**src/rtl/gba_pkg.sv**
```systemverilog
// Shared types and constants for the glyph blit and alpha blend block.
`timescale 1ns / 1ps

package gba_pkg;

    localparam int C_POS_W      = 12;
    localparam int C_CFG_DATA_W = 17;

    localparam logic [15:0] C_FG_RESET  = 16'hFFFF;
    localparam logic [16:0] C_ALPHA_ONE = 17'h10000;

    typedef enum logic [1:0] {
        REQ_GLYPH_START = 2'd0,
        REQ_BITMAP_WORD = 2'd1,
        REQ_PIXEL_WRITE = 2'd2,
        REQ_PIXEL_READ  = 2'd3
    } t_req_type;

    typedef enum logic [0:0] {
        CFG_FG_COLOR = 1'b0,
        CFG_FG_ALPHA = 1'b1
    } t_cfg_idx;

    typedef enum logic [2:0] {
        ST_IDLE,
        ST_BIT,
        ST_BLEND,
        ST_WRITE,
        ST_READ,
        ST_RESP
    } t_state;

    typedef struct packed {
        logic capture;
        logic step;
        logic paint_wr;
        logic blend_rd;
        logic blend_wr;
        logic pix_wr;
        logic pix_rd;
        logic rsp_load;
    } t_cmd;

    typedef struct packed {
        logic active;
        logic bit_set;
        logic visible;
        logic opaque;
        logic last_bit;
        logic finish;
    } t_status;

endpackage

```
**src/rtl/gba_ctrl.sv**
```systemverilog
// Controller: sequences each request through the datapath and owns the handshakes.
`timescale 1ns / 1ps

module gba_ctrl (
    input  logic              i_clk,
    input  logic              i_rst_n,
    input  logic              i_req_valid,
    input  logic [1:0]        i_req_type,
    input  logic              i_rsp_ready,
    input  gba_pkg::t_status  i_sts,
    output logic              o_req_ready,
    output logic              o_rsp_valid,
    output gba_pkg::t_cmd     o_cmd
);

    gba_pkg::t_state r_state;
    gba_pkg::t_state n_state;
    logic            r_out_valid;
    logic            n_out_valid;

    always_ff @(posedge i_clk) begin
        if (!i_rst_n) begin
            r_state     <= gba_pkg::ST_IDLE;
            r_out_valid <= 1'b0;
        end else begin
            r_state     <= n_state;
            r_out_valid <= n_out_valid;
        end
    end

    always_comb begin
        n_state     = r_state;
        o_cmd       = '0;
        o_req_ready = 1'b0;
        case (r_state)
            gba_pkg::ST_IDLE: begin
                o_req_ready = 1'b1;
                if (i_req_valid) begin
                    o_cmd.capture = 1'b1;
                    case (gba_pkg::t_req_type'(i_req_type))
                        gba_pkg::REQ_BITMAP_WORD:
                            n_state = i_sts.active ? gba_pkg::ST_BIT : gba_pkg::ST_RESP;
                        gba_pkg::REQ_PIXEL_WRITE: n_state = gba_pkg::ST_WRITE;
                        gba_pkg::REQ_PIXEL_READ:  n_state = gba_pkg::ST_READ;
                        default:                  n_state = gba_pkg::ST_RESP;
                    endcase
                end
            end
            gba_pkg::ST_BIT: begin
                if (i_sts.bit_set && i_sts.visible && !i_sts.opaque) begin
                    o_cmd.blend_rd = 1'b1;
                    n_state        = gba_pkg::ST_BLEND;
                end else begin
                    o_cmd.paint_wr = i_sts.bit_set && i_sts.visible;
                    o_cmd.step     = 1'b1;
                    if (i_sts.finish || i_sts.last_bit) begin
                        n_state = gba_pkg::ST_RESP;
                    end
                end
            end
            gba_pkg::ST_BLEND: begin
                o_cmd.blend_wr = 1'b1;
                o_cmd.step     = 1'b1;
                n_state = (i_sts.finish || i_sts.last_bit) ? gba_pkg::ST_RESP
                                                           : gba_pkg::ST_BIT;
            end
            gba_pkg::ST_WRITE: begin
                o_cmd.pix_wr = 1'b1;
                n_state      = gba_pkg::ST_RESP;
            end
            gba_pkg::ST_READ: begin
                o_cmd.pix_rd = 1'b1;
                n_state      = gba_pkg::ST_RESP;
            end
            gba_pkg::ST_RESP: begin
                if (!r_out_valid || i_rsp_ready) begin
                    o_cmd.rsp_load = 1'b1;
                    n_state        = gba_pkg::ST_IDLE;
                end
            end
            default: n_state = gba_pkg::ST_IDLE;
        endcase
    end

    always_comb begin
        n_out_valid = r_out_valid;
        if (o_cmd.rsp_load) begin
            n_out_valid = 1'b1;
        end else if (i_rsp_ready) begin
            n_out_valid = 1'b0;
        end
    end

    assign o_rsp_valid = r_out_valid;

endmodule

```
**config.mk**
```make
export PLATFORM = sky130hd
export DESIGN_NAME = gba_ctrl
export DESIGN_NICKNAME = d
export VERILOG_FILES = /design/src/rtl/gba_pkg.sv /design/src/rtl/gba_ctrl.sv
export SDC_FILE = /design/constraint.sdc
export NUM_CORES = 1
export LEC_CHECK = 0
export BUFFER_PORTS_ARGS = -buffer_cell sky130_fd_sc_hd__buf_2
export CORE_AREA = 2 2 39 41
export DETAILED_ROUTE_END_ITERATION = 16
export DIE_AREA = 0 0 41 43
export PLACE_DENSITY = 0.52
export SLEW_MARGIN = 20
export SYNTH_ARGS = -nofsm -noshare
export SYNTH_HDL_FRONTEND = slang
export SYNTH_SLANG_ARGS = --single-unit
```
**constraint.sdc**
```tcl
create_clock -name i_clk -period 1.4 [get_ports i_clk]
set_input_delay 0.28 -clock i_clk [delete_from_list [all_inputs] [get_ports i_clk]]
set_output_delay 0.28 -clock i_clk [all_outputs]
set_load 0.01 [all_outputs]
```
==> metrics.md <==
| Metric | Value |
|---|---|
| Sw frac | `0.351` |
| Max clock buf depth | `2` |
| Failing checks | `negative setup slack` |
| Initial antenna violation count | `0` |
| Worst skew pair latency | `0.23 ns` |
| Design Power | `just under 600 µW` |
| IO buf count | `21` |
| Yosys cell types | `29` |
| DR DRC count | `0` |
| EDFF count, synth | `0` |
| Post-Route WL | `962 µm` |
| FF+latch count, synth | `4` |
| Area Growth Syn to Fin | `56.0%` |
| Nets | `84` |
| Reg2reg setup slack | `0.05 ns` |
| Max incr delay on CP | `0.36 ns` |
| Mapped Nets | `57` |
| Core Area | `0.00138 mm²` |
| Non-Filler Instances | `86` |
| Slew @ Worst Pin | `between 0.4 and 0.5 ns` |
| Minimum clock period | `1.42 ns` |
| Synthesized cell area | `about 360 µm²` |
| Worst setup SP type | `register` |
| CTS tree | `built` |
| Hold Crit Class | `primary input to register` |
| Worst r2r src | `r_state[1]$_SDFFE_PN0P_` |
| Asr flop ratio synth | `0` |
| Cell Pwr Density | `1020 mW/mm²` |
| Die width | `41 µm` |
| Final hold viol count | `0` |
| CTS Buf Count | `3` |
| Final Cycle Share | `1.02` |
| Detailed Route Iter0 Violations | `3` |
| Chip height | `about 43 µm` |
| Root buf cell | `clkbuf_4` |
| Worst-case reg-to-reg path depth | `4` |
| RSZ-0062 raised after global routing | `true` |
| Vias in the first global route | `350` |
| Worst EP required | `between 1 and 1.5 ns` |
| DR pass1 iterations | `2` |
| Critical path startpoint | `r_state[0]$_SDFFE_PN0P_` |
| Worst R2R End | `r_state[2]$_SDFFE_PN0P_` |
| Pint | `377 µW` |
| Die area | `0.00176 mm²` |
| Post-synthesis sequential area ratio | `0.220` |
| IO Count | `22` |
| Remaining Overflow, GRT | `0` |
| Antenna Violating Nets Remaining | `0` |
| Pleak | `0.000297 µW` |
| Synth warnings | `0` |
| Worst-path clk slew | `0.03 ns` |
| Psw | `204 µW` |
| Comb power frac | `0.455` |
| Largest net degree at the start of global routing | `14` |
| WHS Path Cells | `3` |
| Worst EP arrival | `between 1 and 1.5 ns` |
| Post-Syn Area per Cell | `8.09 µm²` |
| Crit Path Class | `register to primary output` |
| Pins over their slew limit | `0` |
| Total track usage | `0.109` |
| Fraction of layout instances using a drive strength above 1 | `0.600` |
| DR vias | `411` |
| Final setup fails | `3` |
| Commonest non-fill, non-tap cell in the layout | `buf_2` |
| Final GP Congestion | `~0.70` |
| Max Clock Freq | `roughly 0.70 GHz` |
| Synth Flop Type | `dfxtp_1` |
| First-pass GRT wire length | `1370 µm` |
| Max Cap Viol | `0` |
| N_diodes | `0` |
| Seq pwr share | `0.313` |
| CP endpoint kind | `primary output` |
| Skew final | `around 0.0015 ns` |
| CP Cell Sequence | `buf_6 -> nor3_4 -> and2_1 -> buf_2` |
| Clk pwr share | `0.232` |
| Cells after DPL | `between 70 and 80` |
| Vias per cell | `~4.8` |
| Slowest cell on the critical path | `dfxtp_4` |
| Max_slew headroom | `0.713` |
| Mapped Cells | `45` |
| DR WL/cell | `11.2 µm` |
| Initial Util | `0.263` |
| Outcome | `finished with violations` |
| Sink Count | `4` |
| Htree depth | `1` |
| Critical path destination | `o_cmd[7]` |
| Row cnt | `14` |
| Peak VDD IR | `0.000374 V` |
| Setup ws final | `-0.0245 ns` |
| Crit-path max FO | `6` |
==> worst min-delay path by stage <==
stage                        startpoint  slack, ns                        to
5_1_grt                         i_rst_n       0.37  o_rsp_valid$_SDFFE_PN0P_
3_3_place_gp                    i_rst_n       0.58  o_rsp_valid$_SDFFE_PN0P_
3_5_place_dp   o_rsp_valid$_SDFFE_PN0P_       0.57  o_rsp_valid$_SDFFE_PN0P_
2_1_floorplan             i_req_type[1]       0.44   r_state[1]$_SDFFE_PN0P_
4_1_cts                         i_rst_n       0.34  o_rsp_valid$_SDFFE_PN0P_
6_report                  i_req_type[1]       0.35   r_state[1]$_SDFFE_PN0P_
==> power by group through the flow <==
stage          logic, µW  registers (µW)  clock network (µW)
3_3_place_gp         194             173                   0
6_report             264             182                 135
5_1_grt              291             186                 155
4_1_cts              205             183                 144
2_1_floorplan        175             145                   0
3_5_place_dp         194             174                   0
==> worst max-delay path: cells and delay by family (launching register included) <==
family                 cells  cell delay [ns]
buffers and inverters      2             0.25
DFF                        1             0.36
and+or+nand+nor            2             0.31
==> routing by layer <==
metal / routed length, µm / track usage / vias to the layer above
met5: 0 / 0 / -
met4: 0 / 0.0400 / 0
met3: 40 / 0.0314 / 0
li1: - / - / 217
met1: 438 / 0.135 / 184
met2: 483 / 0.172 / 10
==> area by class of cell <==
type                            instances  area, µm²
Clock buffer                            3       22.5
Fill cell                             147        816
Inverter                                3       11.3
Multi-Input combinational cell         34        279
Sequential cell                         4       91.3
Tap cell                               16       20.0
Timing Repair Buffer                   26        144
==> cell usage after synthesis (2+ instances only) <==
library cell	instances	area (µm²)
nor2_1	3	11.3
a21oi_1	2	10.0
a21o_1	2	15.0
nand2b_1	2	12.5
nand2_1	2	7.51
inv_1	3	11.3
dfxtp_1	4	80.1
buf_6	2	22.5
nor3_1	2	10.0
a31oi_1	2	12.5
a211oi_1	2	15.0
nor3b_1	2	15.0
==> metrics by stage <==
| stage | TNS (ns) | setup slack (ns) | area [µm²] | hold slack (ns) | util |
|---|---|---|---|---|---|
| 2_1_floorplan | 0 | 0.174 | 364 | 0.437 | - |
| 3_3_place_gp | 0 | 0.0269 | 454 | 0.577 | 0.328 |
| 3_5_place_dp | 0 | 0.00750 | 454 | 0.574 | 0.328 |
| 4_1_cts | -0.0642 | -0.0273 | 504 | 0.340 | 0.364 |
| 5_1_grt | -0.230 | -0.0675 | 568 | 0.372 | 0.410 |
| 6_report | -0.0503 | -0.0245 | 568 | 0.349 | 0.410 |
==> cell families (layout without fill, tap and decap cells) <==
family | Yosys count | in the layout | share of synthesized area
mux | 1 | 1 | 0.0275
compound gates | 12 | 12 | 0.254
buf+inv | 7 | 32 | 0.127
simple gates | 21 | 21 | 0.371
flops | 4 | 4 | 0.220
==> sequential cells by signal (all words and copies together), names as in the netlist <==
name / cells
o_rsp_valid: 1
r_state: 3
==> timing repair <==
item / 4_1_cts / 5_1_grt
pin swaps: 2 / 3
hold buffers: 0 / 0
endpoints found under the setup margin: 7 / 5
resized for setup: 7 / 10
setup buffers: 1 / 4
(Power assumes the default switching activity.)
